`src/hdl/sgrgf_pkg.sv`:
```
// Shared types, constants and decode helpers for the SGR mouse report glitch filter.
package sgrgf_pkg;

  localparam int unsigned COORD_BITS_DEFAULT = 16;
  localparam logic [15:0] LATENCY_RESET      = 16'd20;

  // operation select carried with every input word
  localparam logic [1:0] FUNC_BYTE     = 2'd0;
  localparam logic [1:0] FUNC_TICK     = 2'd1;
  localparam logic [1:0] FUNC_FETCH    = 2'd2;
  localparam logic [1:0] FUNC_DEADLINE = 2'd3;

  localparam logic [7:0] CHAR_ESC     = 8'd27;
  localparam logic [7:0] CHAR_LBRACK  = 8'd91;
  localparam logic [7:0] CHAR_LT      = 8'd60;
  localparam logic [7:0] CHAR_SEMI    = 8'd59;
  localparam logic [7:0] CHAR_DIGIT0  = 8'd48;
  localparam logic [7:0] CHAR_DIGIT9  = 8'd57;
  localparam logic [7:0] CHAR_PRESS   = 8'd77;   // 'M'
  localparam logic [7:0] CHAR_RELEASE = 8'd109;  // 'm'

  localparam logic [15:0] CODE_LEFT   = 16'h303B;
  localparam logic [15:0] CODE_MIDDLE = 16'h313B;
  localparam logic [15:0] CODE_RIGHT  = 16'h323B;
  localparam logic [15:0] CODE_WHEEL_UP   = 16'h3634;
  localparam logic [15:0] CODE_WHEEL_DOWN = 16'h3635;

  localparam logic [2:0] BTN_LEFT       = 3'd0;
  localparam logic [2:0] BTN_MIDDLE     = 3'd1;
  localparam logic [2:0] BTN_RIGHT      = 3'd2;
  localparam logic [2:0] BTN_WHEEL_UP   = 3'd3;
  localparam logic [2:0] BTN_WHEEL_DOWN = 3'd4;
  localparam logic [2:0] BTN_NONE       = 3'd5;

  localparam logic [2:0] POS_CODE_HI = 3'd3;
  localparam logic [2:0] POS_CODE_LO = 3'd4;
  localparam logic [2:0] POS_MAX     = 3'd7;

  typedef struct packed {
    logic [15:0] x;
    logic [15:0] y;
    logic [2:0]  button;
    logic        pressed;
    logic [31:0] stamp;
  } slot_t;

  typedef struct packed {
    logic        accepted;
    logic        event_valid;
    logic [15:0] event_x;
    logic [15:0] event_y;
    logic        event_pressed;
    logic [2:0]  event_button;
    logic [31:0] wait_ms;
  } result_t;

  function automatic logic [7:0] prefix_byte(input logic [1:0] pos);
    logic [7:0] b;
    unique case (pos)
      2'd0:    b = CHAR_ESC;
      2'd1:    b = CHAR_LBRACK;
      default: b = CHAR_LT;
    endcase
    return b;
  endfunction

  function automatic logic [2:0] button_of(input logic [15:0] code);
    logic [2:0] btn;
    unique case (code)
      CODE_LEFT:       btn = BTN_LEFT;
      CODE_MIDDLE:     btn = BTN_MIDDLE;
      CODE_RIGHT:      btn = BTN_RIGHT;
      CODE_WHEEL_UP:   btn = BTN_WHEEL_UP;
      CODE_WHEEL_DOWN: btn = BTN_WHEEL_DOWN;
      default:         btn = BTN_NONE;
    endcase
    return btn;
  endfunction

endpackage

```
`src/hdl/sgr_mouse_report_glitch_filter.sv`:
```
// SGR mouse report decoder with a two-slot event queue and glitch filter.
//
//  channel | direction | handshake            | words
//  --------+-----------+----------------------+--------------------------------------------
//  input   | in        | in_valid / in_ready  | func, data_byte, last_byte, caller_deadline
//  result  | out       | out_valid / out_ready| accepted, event_*, wait_ms
//  config  | in        | cfg_write            | cfg_data (safety latency, ms)
//
// One input word is decoded in the cycle it is accepted; its result sits in the
// output register from the next cycle on. One word per cycle is sustained while
// out_ready stays high; in_ready drops only while a result waits and out_ready is low.
// Synchronous reset clears the parser, clock, both slots and sets latency to LATENCY_RESET.
module sgr_mouse_report_glitch_filter #(
  parameter int unsigned COORD_BITS = sgrgf_pkg::COORD_BITS_DEFAULT
) (
  input  logic        clk,
  input  logic        rst,
  input  logic        in_valid,
  output logic        in_ready,
  input  logic [1:0]  func,
  input  logic [7:0]  data_byte,
  input  logic        last_byte,
  input  logic [31:0] caller_deadline,
  output logic        out_valid,
  input  logic        out_ready,
  output logic        accepted,
  output logic        event_valid,
  output logic [15:0] event_x,
  output logic [15:0] event_y,
  output logic        event_pressed,
  output logic [2:0]  event_button,
  output logic [31:0] wait_ms,
  input  logic        cfg_write,
  input  logic [15:0] cfg_data
);

  localparam int unsigned ACC_W = COORD_BITS + 4;

  function automatic logic [COORD_BITS-1:0] coord_push(input logic [COORD_BITS-1:0] acc,
                                                       input logic [3:0] digit);
    logic [ACC_W-1:0] v;
    v = (ACC_W'(acc) << 3) + (ACC_W'(acc) << 1) + ACC_W'(digit);
    if (|v[ACC_W-1:COORD_BITS]) return '1;
    return v[COORD_BITS-1:0];
  endfunction

  logic [15:0] latency;
  logic [31:0] now_ms, now_next;
  logic [1:0]  slot_valid, slot_valid_next;
  sgrgf_pkg::slot_t [1:0] slot, slot_next;
  logic [2:0]  byte_position, byte_position_next;
  logic        prefix_ok, prefix_ok_next;
  logic [15:0] code_bytes, code_bytes_next;
  logic [1:0]  separator_count, separator_count_next;
  logic        digits_active, digits_active_next;
  logic [COORD_BITS-1:0] x_acc, x_acc_next;
  logic [COORD_BITS-1:0] y_acc, y_acc_next;
  sgrgf_pkg::result_t res, res_next;

  logic        accept;
  logic [31:0] latency32;
  logic [31:0] age0, age1, fin_age, remain;
  logic        mature0, mature1, young0, young1;
  logic [2:0]  btn;
  logic        act_seen;
  logic        act_pressed;
  logic        is_digit;
  logic        sel1;

  assign in_ready  = !out_valid || out_ready;
  assign accept    = in_valid && in_ready;
  assign latency32 = {16'd0, latency};

  assign age0    = now_ms - slot[0].stamp;
  assign age1    = now_ms - slot[1].stamp;
  assign mature0 = slot_valid[0] && (age0 >= latency32);
  assign mature1 = slot_valid[1] && (age1 >= latency32);
  assign young0  = slot_valid[0] && (age0 < latency32);
  assign young1  = slot_valid[1] && (age1 < latency32);
  assign is_digit = (data_byte >= sgrgf_pkg::CHAR_DIGIT0) &&
                    (data_byte <= sgrgf_pkg::CHAR_DIGIT9);

  always_comb begin
    now_next             = now_ms;
    slot_valid_next      = slot_valid;
    slot_next            = slot;
    byte_position_next   = byte_position;
    prefix_ok_next       = prefix_ok;
    code_bytes_next      = code_bytes;
    separator_count_next = separator_count;
    digits_active_next   = digits_active;
    x_acc_next           = x_acc;
    y_acc_next           = y_acc;
    res_next             = '0;
    btn                  = sgrgf_pkg::BTN_NONE;
    act_seen             = 1'b0;
    act_pressed          = 1'b0;
    fin_age              = '0;
    remain               = '0;
    sel1                 = 1'b0;

    unique case (func)
      sgrgf_pkg::FUNC_BYTE: begin
        if (prefix_ok) begin
          if (byte_position < sgrgf_pkg::POS_CODE_HI) begin
            if (data_byte != sgrgf_pkg::prefix_byte(byte_position[1:0])) begin
              prefix_ok_next = 1'b0;
            end else if (byte_position == 3'd2) begin
              // prefix complete: age the newest event into the older slot
              if (slot_valid[0]) begin
                slot_valid_next[1] = 1'b1;
                slot_next[1]       = slot[0];
              end
              slot_valid_next[0] = 1'b0;
            end
          end else begin
            if (byte_position == sgrgf_pkg::POS_CODE_HI) begin
              code_bytes_next = {data_byte, 8'h00};
            end else if (byte_position == sgrgf_pkg::POS_CODE_LO) begin
              code_bytes_next[7:0] = data_byte;
            end
            if (data_byte == sgrgf_pkg::CHAR_SEMI) begin
              if (separator_count < 2'd2) begin
                separator_count_next = separator_count + 2'd1;
                digits_active_next   = 1'b1;
              end else begin
                digits_active_next = 1'b0;
              end
            end else if (is_digit) begin
              if (digits_active) begin
                if (separator_count == 2'd1) begin
                  x_acc_next = coord_push(x_acc, data_byte[3:0]);
                end else if (separator_count == 2'd2) begin
                  y_acc_next = coord_push(y_acc, data_byte[3:0]);
                end
              end
            end else begin
              digits_active_next = 1'b0;
            end
          end
          if (byte_position < sgrgf_pkg::POS_MAX) begin
            byte_position_next = byte_position + 3'd1;
          end
        end

        if (last_byte) begin
          if (prefix_ok_next && (byte_position_next >= sgrgf_pkg::POS_CODE_HI)) begin
            if (separator_count_next >= 2'd1) slot_next[0].x = 16'(x_acc_next);
            if (separator_count_next >= 2'd2) slot_next[0].y = 16'(y_acc_next);
            btn = sgrgf_pkg::button_of(code_bytes_next);
            if (btn != sgrgf_pkg::BTN_NONE) slot_next[0].button = btn;
            if (data_byte == sgrgf_pkg::CHAR_PRESS) begin
              act_seen    = 1'b1;
              act_pressed = 1'b1;
            end else if (data_byte == sgrgf_pkg::CHAR_RELEASE) begin
              act_seen = 1'b1;
            end
            if (act_seen) slot_next[0].pressed = act_pressed;
            if (act_seen && (btn != sgrgf_pkg::BTN_NONE)) begin
              res_next.accepted = 1'b1;
              fin_age = now_ms - slot_next[1].stamp;
              if (btn >= sgrgf_pkg::BTN_WHEEL_UP) begin
                // scroll is stamped as already mature
                slot_valid_next[0] = 1'b1;
                slot_next[0].stamp = now_ms - latency32;
              end else if (slot_valid_next[1] && (fin_age < latency32)) begin
                // glitch: second click inside the window cancels both
                slot_valid_next = 2'b00;
              end else begin
                slot_valid_next[0] = 1'b1;
                slot_next[0].stamp = now_ms;
              end
            end
          end
          byte_position_next   = '0;
          prefix_ok_next       = 1'b1;
          code_bytes_next      = '0;
          separator_count_next = '0;
          digits_active_next   = 1'b0;
          x_acc_next           = '0;
          y_acc_next           = '0;
        end
      end

      sgrgf_pkg::FUNC_TICK: begin
        now_next = now_ms + 32'd1;
      end

      sgrgf_pkg::FUNC_FETCH: begin
        if (mature1 || mature0) begin
          sel1 = mature1;
          res_next.event_valid   = 1'b1;
          res_next.event_x       = sel1 ? slot[1].x       : slot[0].x;
          res_next.event_y       = sel1 ? slot[1].y       : slot[0].y;
          res_next.event_pressed = sel1 ? slot[1].pressed : slot[0].pressed;
          res_next.event_button  = sel1 ? slot[1].button  : slot[0].button;
          if (sel1) slot_valid_next[1] = 1'b0;
          else      slot_valid_next[0] = 1'b0;
        end
      end

      sgrgf_pkg::FUNC_DEADLINE: begin
        res_next.wait_ms = caller_deadline;
        if ((latency != 16'd0) && (young1 || young0)) begin
          sel1   = young1;
          remain = latency32 + (sel1 ? slot[1].stamp : slot[0].stamp) - now_ms;
          if (remain < caller_deadline) res_next.wait_ms = remain;
        end
      end

      default: ;
    endcase
  end

  always_ff @(posedge clk) begin
    if (rst) begin
      latency         <= sgrgf_pkg::LATENCY_RESET;
      now_ms          <= '0;
      slot_valid      <= '0;
      slot            <= '0;
      byte_position   <= '0;
      prefix_ok       <= 1'b1;
      code_bytes      <= '0;
      separator_count <= '0;
      digits_active   <= 1'b0;
      x_acc           <= '0;
      y_acc           <= '0;
      out_valid       <= 1'b0;
    end else begin
      if (cfg_write) latency <= cfg_data;
      if (accept) begin
        now_ms          <= now_next;
        slot_valid      <= slot_valid_next;
        slot            <= slot_next;
        byte_position   <= byte_position_next;
        prefix_ok       <= prefix_ok_next;
        code_bytes      <= code_bytes_next;
        separator_count <= separator_count_next;
        digits_active   <= digits_active_next;
        x_acc           <= x_acc_next;
        y_acc           <= y_acc_next;
        out_valid       <= 1'b1;
      end else if (out_ready) begin
        out_valid <= 1'b0;
      end
    end
  end

  always_ff @(posedge clk) begin
    if (accept) res <= res_next;
  end

  assign accepted      = res.accepted;
  assign event_valid   = res.event_valid;
  assign event_x       = res.event_x;
  assign event_y       = res.event_y;
  assign event_pressed = res.event_pressed;
  assign event_button  = res.event_button;
  assign wait_ms       = res.wait_ms;

  a_ready_when_empty: assert property (@(posedge clk) disable iff (rst)
    !out_valid |-> in_ready)
    else $error("input stalled with empty result register");

  a_accept_fills: assert property (@(posedge clk) disable iff (rst)
    accept |=> out_valid)
    else $error("accepted word produced no result");

  a_fetch_exclusive: assert property (@(posedge clk) disable iff (rst)
    out_valid && res.event_valid |-> !res.accepted && (res.wait_ms == 32'd0))
    else $error("fetch result mixed with other answers");

  a_older_from_copy: assert property (@(posedge clk) disable iff (rst)
    $rose(slot_valid[1]) |-> $past(slot_valid[0]))
    else $error("older slot filled without a newer event");

endmodule
```
`config.mk`:
```
export PLATFORM = sky130hd
export DESIGN_NAME = sgr_mouse_report_glitch_filter
export DESIGN_NICKNAME = d
export VERILOG_FILES = /design/src/hdl/sgrgf_pkg.sv /design/src/hdl/sgr_mouse_report_glitch_filter.sv
export SDC_FILE = /design/constraint.sdc
export NUM_CORES = 1
export LEC_CHECK = 0
export ABC_AREA = 1
export CORE_MARGIN = 5
export CORE_UTILIZATION = 60
export CTS_BUF_LIST = sky130_fd_sc_hd__clkbuf_2 sky130_fd_sc_hd__clkbuf_4 sky130_fd_sc_hd__clkbuf_8
export CTS_CLUSTER_DIAMETER = 50
export DETAILED_ROUTE_END_ITERATION = 6
export DONT_BUFFER_PORTS = 1
export GPL_ROUTABILITY_DRIVEN = 0
export PLACE_DENSITY_LB_ADDON = 0.25
export SETUP_SLACK_MARGIN = 0.02
export SYNTH_ARGS = -nofsm -noshare
export SYNTH_HDL_FRONTEND = slang
export SYNTH_SLANG_ARGS = --single-unit
```
`constraint.sdc`:
```
create_clock -name clk -period 8.44 [get_ports clk]
set_input_delay 0.422 -clock clk [delete_from_list [all_inputs] [get_ports clk]]
set_output_delay 0.422 -clock clk [all_outputs]
set_load 0.03 [all_outputs]
```
==> results.sh, run 1 <==
export IMPL_dp_cells=5181
export IMPL_core_um2=47800
export IMPL_initial_utilization=0.607
export IMPL_synth_flop_cell="dfxtp_1"
export IMPL_end_kind="flop"
export IMPL_grt_antenna_before_repair=2
export IMPL_seqPwrFrac=0.417
export IMPL_p_int_mw=2.70
export IMPL_rows=80
export IMPL_clockPowerShare=0.423
export IMPL_async_flop_share=0
export IMPL_p_leak_nw=16.1
export IMPL_critPathArrivalTime_ns=8.48
export IMPL_clock_sinks=312
export IMPL_seq_area_um2=6950
export IMPL_tns_ns=0
export IMPL_setup_worst_path_class="flop to flop"
export IMPL_die_w_um=230
export IMPL_place_area_um2=29700
export IMPL_relSlewSlack=0.194
export IMPL_nFillCells=4377
export IMPL_ys_seq_area_frac=0.239
export IMPL_synth_top_area_cell="dfxtp_1"
export IMPL_drc=0
export IMPL_synthTopCellsByArea="dfxtp_1 17%, nand2_1 16%, ha_1 13%"
export IMPL_synth_nets=5034
export IMPL_first_pass_iters=7
export IMPL_cts_buffers_inserted=55
export IMPL_syn_instance_count=4641
export IMPL_fmax_mhz=124
export IMPL_path_common_cell="nand2_1"
export IMPL_status="finished, final reports clean"
export IMPL_hold_path_class="input pin to flop"
export IMPL_p_total_mw=3.87
export IMPL_p_switching_mw=1.17
export IMPL_grt_pass1_vias=27380
export IMPL_syn_area_per_cell_um2=6.26
export IMPL_final_area_um2=31500
export IMPL_layout_cells_most_common_list="1199 x nand2_1, 649 x inv_1, 629 x nor2_1"
export IMPL_drt_iter0_drc=3402
export IMPL_hold_viol=0
export IMPL_period_share=0.956
export IMPL_synth_edff_count=70
export IMPL_netlist_area_um2=29000
export IMPL_ys_warnings_count=0
export IMPL_maxCapViolations=0
export IMPL_insertion_delay_ns=0.67
export IMPL_clk_pin_slew_ns=0.07
export IMPL_track_usage=0.335
export IMPL_clock_tree_root_cell="clkbuf_8"
export IMPL_cp_max_fo=24
export IMPL_finalSetupViolCount=0
export IMPL_cp_required_ns=8.85
export IMPL_grt_start_max_net_pins=106
export IMPL_slew_violations=0
export IMPL_clock_skew_ns=0.0336
export IMPL_synth_top_area_share=0.167
export IMPL_num_io_pins=136
export IMPL_ir_worst_vdd_v=0.000145
export IMPL_hold_slack_ns=0.0331
export IMPL_antenna_left=0
export IMPL_vias=30544
export IMPL_die_area_um2=52900
export IMPL_p_sw_frac=0.302
export IMPL_worst_setup_path_start_kind="flop"
export IMPL_powerDensity_nw_per_um2=123
export IMPL_cts_tree="done"
export IMPL_layout_cells_non_filler=5331
export IMPL_finalWirelength_um=93500
export IMPL_io_buffers=0
export IMPL_grt_overflow_total=0
export IMPL_slowest_delay_ns=0.49
export IMPL_layout_drive_gt1_share=0.0477
export IMPL_layout_commonest_cell="nand2_1"
export IMPL_avgViaCountPerCell=5.73
export IMPL_tightest_slew_ns=1.20
export IMPL_nNetsFinal=5062
export IMPL_crit_slowest_cell="fa_1"
export IMPL_dp_hpwl_um=70700
export IMPL_clk_path_buf_depth=3
export IMPL_die_y_um=230
export IMPL_wl_per_cell_um=17.5
export IMPL_post_route_min_period_ns=8.07
export IMPL_yosysUniqueCellTypes=58
export IMPL_multiInputGateArea_um2=19300
export IMPL_syn_to_final_growth_pct=8.63
export IMPL_htreeDepth=2
export IMPL_grt_pass1_wl_um=145000
export IMPL_ys_seq_elements=312
export IMPL_combPwrFrac=0.160
[routing by layer]
layer	GRT usage	vias to the layer above	wire (µm)
li1	-	15098	-
met1	0.432	13670	37800
met2	0.540	1477	41200
met3	0.0667	299	9140
met4	0.163	0	5430
met5	0	-	0
[Yosys cell counts, drive strengths merged, types with 15 or more instances]
master,count
fa,24
nor4,21
nor2,635
clkbuf,93
nor3,60
or2,21
dfxtp,242
edfxtp,70
buf,28
nand2,1206
o211ai,15
nand3b,16
o21ai,303
a21oi,401
inv,658
xor2,108
ha,305
nand4,50
nand3,267
xnor2,27
[metrics by stage]
stage,setup WS (ns),util
3_5_place_dp,0.112,0.620
3_3_place_gp,0.282,0.620
6_report,0.369,0.659
5_1_grt,-0.110,0.659
2_1_floorplan,1.35,-
4_1_cts,0.179,0.655
[cell type report]
class                           instances  area share
Multi-Input combinational cell       3550       0.610
Sequential cell                       312       0.220
Inverter                              660      0.0787
Clock buffer                           83      0.0324
Timing Repair Buffer                   90      0.0255
Tap cell                              615      0.0244
Clock inverter                         20     0.00821
Antenna cell                            1   0.0000793
[flip-flops by register name, indices dropped and copies added, names as in the netlist, 2 cells and up]
signal	flops
latency	16
event_button	3
y_acc	16
byte_position	3
separator_count	2
slot	136
x_acc	16
code_bytes	16
event_x	16
slot_valid	2
wait_ms	32
now_ms	32
event_y	16
[logic make-up (layout without fill, tap and decap cells)]
logic type | Yosys count | in the layout | share of synthesized area
simple gates | 2297 | 2299 | 0.326
fa+ha+maj | 329 | 329 | 0.148
other cells | 0 | 1 | 0
buf+inv | 781 | 853 | 0.103
xor+xnor | 135 | 135 | 0.0407
compound gates | 786 | 786 | 0.143
mux | 1 | 1 | 0.000388
flops | 312 | 312 | 0.239
[power by group through the flow]
stage | clock [mW] | sequential [mW] | combinational (mW)
floorplan | 0 | 1.64 | 0.404
global placement | 0 | 1.64 | 0.535
detailed placement | 0 | 1.64 | 0.541
CTS | 1.66 | 1.61 | 0.571
global route | 1.73 | 1.61 | 0.680
finish | 1.64 | 1.61 | 0.620
[repair_timing]
item | CTS | global route
buffers inserted | 0 | 7
pin swaps | 0 | 5
endpoints found under the hold margin | 118 | 0
resized for setup | 1 | 27
hold buffers | 37 | 0
gates cloned | 0 | 2
endpoints found under the setup margin | 1 | 32
[worst max-delay path: cells and delay by family (launching register included)]
family	cells	cell delay, ns
AO/OA/AOI/OAI	11	2.29
XOR/XNOR	2	0.27
adder cells (fa/ha/maj)	5	1.81
buffers and inverters	3	0.32
flip-flops	1	0.33
AND/OR/NAND/NOR	20	2.79
[worst paths after layout]
kind / depth (start not counted) / slack (ns) / end / start
worst min register to register: 2 / 0.46 / code_bytes[12]$_SDFFE_PP0P_ / code_bytes[12]$_SDFFE_PP0P_
worst max-delay path: 41 / 0.37 / wait_ms[5]$_SDFFCE_PP0P_ / slot[74]$_SDFFE_PP0P_
worst max register to register: 41 / 0.37 / wait_ms[5]$_SDFFCE_PP0P_ / slot[74]$_SDFFE_PP0P_
worst min-delay path: 2 / 0.03 / wait_ms[26]$_SDFFCE_PP0P_ / caller_deadline[26]
Note: power is estimated with default switching activity, not from simulation.
==> run 2: changes to the inputs <==
Settings changed: ABC_AREA 1 to default, CORE_UTILIZATION 60 to 25.
==> run 2 against run 1 <==
  * The flow now finishes with violations (setup timing)
  * Wire length is 4.7% higher
  * Worst hold slack improved by 0.038 ns
  * Setup slack got worse by 1.1 ns
  * Non-clock buffer count increased by 369
  * Core utilization is 34 points lower
  * Cell area up 6.7%
  * Sequential share of layout area decreased by 1.3 points
  * Die area increased by 110%
  * Maximum frequency is 12% lower
  * First-iteration DRC count down 46%
  * Clock skew decreased by 0.0083 ns
  * Highest routed layer unchanged
==> results.sh, run 2 <==
export IMPL_drc=0
export IMPL_violations="setup timing"
export IMPL_insertion_delay_ns=0.67
export IMPL_clk_path_buf_depth=3
export IMPL_setup_ws_ns=-0.692
export IMPL_whs_endpoint="x_acc[1]$_SDFFE_PP0P_"
export IMPL_die_area_um2=113000
export IMPL_layout_cells_non_filler=5197
export IMPL_cp_required_ns=8.85
export IMPL_synth_top_area_cell="dfxtp_1"
export IMPL_synth_top_area_share=0.183
export IMPL_grt_start_max_net_pins=146
export IMPL_grt_pass1_vias=25514
export IMPL_dp_cells=4983
export IMPL_fmax_mhz=110
export IMPL_ys_seq_elements=312
export IMPL_layout_commonest_cell="buf_4"
export IMPL_relSlewSlack=0.244
export IMPL_async_flop_share=0
export IMPL_synth_flop_cell="dfxtp_1"
export IMPL_netlist_area_um2=26500
export IMPL_wl_per_cell_um=18.8
export IMPL_utilization=0.319
export IMPL_ys_seq_area_frac=0.262
export IMPL_final_area_um2=33600
export IMPL_nNetsFinal=4148
export IMPL_place_ws_ns=-1.41
export IMPL_clock_tree_root_cell="clkbuf_8"
export IMPL_powerDensity_nw_per_um2=122
export IMPL_finalWirelength_um=97900
export IMPL_yosysMostFrequentCell="nor2_1"
export IMPL_io_buffers=0
export IMPL_tns_ns=-21.05
export IMPL_drt_iter0_drc=1848
export IMPL_ys_warnings_count=0
export IMPL_cts_buffers_inserted=67
export IMPL_period_share=1.08
export IMPL_grt_antenna_before_repair=1
export IMPL_critPathArrivalTime_ns=9.54
export IMPL_core_um2=105000
export IMPL_antenna_left=0
export IMPL_rows=119
export IMPL_ff2ff_setup_slack_ns=-0.69
export IMPL_synthTopCellsByArea="dfxtp_1 18%, ha_1 14%, edfxtp_1 7.9%"
export IMPL_hp_start="data_byte[1]"
export IMPL_layout_cells_most_common_list="382 x buf_4, 379 x nor2_1, 351 x nand2_1"
export IMPL_crit_slowest_cell="fa_2"
export IMPL_die_w_um=336
export IMPL_finalSetupViolCount=32
export IMPL_yosysUniqueCellTypes=90
export IMPL_p_leak_nw=14.3
export IMPL_clk_pin_slew_ns=0.06
export IMPL_post_route_min_period_ns=9.13
export IMPL_hold_path_class="input pin to flop"
export IMPL_grt_pass1_wl_um=148000
export IMPL_tightest_slew_ns=1.13
export IMPL_nFillCells=11358
export IMPL_cts_tree="done"
export IMPL_syn_to_final_growth_pct=26.8
export IMPL_regMostFlops="slot"
export IMPL_clock_skew_ns=0.0253
export IMPL_largest_reg_flops=136
export IMPL_seq_area_um2=6960
export IMPL_grt_overflow_total=0
export IMPL_rsz0062_at_grt="true"
export IMPL_r2r_end="wait_ms[20]$_SDFFCE_PP0P_"
export IMPL_r2r_cells=49
export IMPL_first_pass_iters=5
export IMPL_ir_worst_vdd_v=0.000114
export IMPL_setup_worst_path_class="flop to flop"
export IMPL_whs_path_depth=3
export IMPL_num_io_pins=136
export IMPL_place_area_um2=30800
export IMPL_synth_nets=3760
export IMPL_dp_hpwl_um=72700
export IMPL_track_usage=0.168
export IMPL_syn_area_per_cell_um2=7.88
export IMPL_die_y_um=336
export IMPL_layout_drive_gt1_share=0.168
export IMPL_yosys_top_cells_count="383 x nor2_1, 356 x nand2_1, 305 x ha_1"
export IMPL_slew_violations=0
export IMPL_htreeDepth=3
export IMPL_r2r_start="slot[73]$_SDFFE_PP0P_"
export IMPL_avgViaCountPerCell=5.02
export IMPL_synth_edff_count=70
export IMPL_vias=26064
export IMPL_hold_viol=0
export IMPL_slowest_delay_ns=0.48
export IMPL_initial_utilization=0.252
export IMPL_end_kind="flop"
export IMPL_status="complete, but fails checks"
export IMPL_maxCapViolations=0
export IMPL_clock_sinks=312
export IMPL_p_total_mw=4.10
export IMPL_multiInputGateArea_um2=18900
export IMPL_syn_instance_count=3367
export IMPL_hold_slack_ns=0.0715
export IMPL_worst_setup_path_start_kind="flop"
export IMPL_cp_max_fo=8
==> run 2: cell count changes after synthesis, sizes merged, moves of 33 or more <==
cell	before	now
a21o	6	77
a21oi	401	300
inv	658	211
mux2i	0	109
nand2	1206	356
nand2b	0	45
nand3	267	84
nor2	635	383
o21a	4	37
o21ai	303	192
xnor2	27	107
xor2	108	50
==> run 2: worst max-delay path by stage <==
| stage | start | to | cells past startpoint |
|---|---|---|---|
| finish | slot[73]$_SDFFE_PP0P_ | wait_ms[20]$_SDFFCE_PP0P_ | 49 |
| global route | slot[72]$_SDFFE_PP0P_ | wait_ms[6]$_SDFFCE_PP0P_ | 50 |
| CTS | slot[73]$_SDFFE_PP0P_ | wait_ms[2]$_SDFFCE_PP0P_ | 48 |
| detailed placement | slot[72]$_SDFFE_PP0P_ | wait_ms[20]$_SDFFCE_PP0P_ | 46 |
| global placement | slot[72]$_SDFFE_PP0P_ | wait_ms[3]$_SDFFCE_PP0P_ | 46 |
| floorplan | now_ms[0]$_SDFFE_PP0P_ | wait_ms[30]$_SDFFCE_PP0P_ | 46 |
==> run 2: logic make-up after synthesis <==
logic type | after synthesis | share of synthesized area
and+or+nand+nor | 1172 | 0.205
AOI/OAI and AO/OA | 933 | 0.226
buffers and inverters | 354 | 0.0522
adders and majority gates | 329 | 0.162
DFF | 312 | 0.262
xor gates and xnor gates | 157 | 0.0518
muxes | 110 | 0.0415
==> run 2: layout make-up <==
cell class,count,area share
antenna,1,0.0000744
clock buffer,95,0.0357
clock inverter,24,0.00840
inverter,214,0.0240
multi-input combinational,2701,0.560
sequential,312,0.207
tap,1391,0.0517
timing repair buffer,459,0.113
==> run 2: power by group <==
group	switching [mW]	internal [mW]
Clock	0.767	1.08
Sequential	0.0527	1.55
Combinational	0.325	0.320
Total	1.14	2.95
==> run 2: worst max-delay path, delay by kind of cell, from the launching register on <==
family / cells / cell delay (ns)
AOI/OAI and AO/OA: 19 / 3.72
xor gates and xnor gates: 1 / 0.13
adders and majority gates: 5 / 1.46
buffers and inverters: 8 / 1.02
DFF: 1 / 0.33
muxes: 1 / 0.20
and+or+nand+nor: 15 / 1.96
==> run 2: timing repair <==
action	4_1_cts	5_1_grt
pin swaps	56	25
gates resized for setup	67	22
hold buffers	65	0
endpoints found under the hold margin	187	0
buffers inserted	15	10
gates cloned	4	1
setup endpoints to repair	32	32
==> run 2: layer usage <==
| layer | vias to the layer above | wire length (µm) | global-route usage |
|---|---|---|---|
| met5 | - | 0 | 0 |
| met4 | 0 | 2940 | 0.0503 |
| met3 | 148 | 5400 | 0.0297 |
| met2 | 669 | 43600 | 0.275 |
| met1 | 12294 | 46000 | 0.226 |
| li1 | 12953 | - | - |
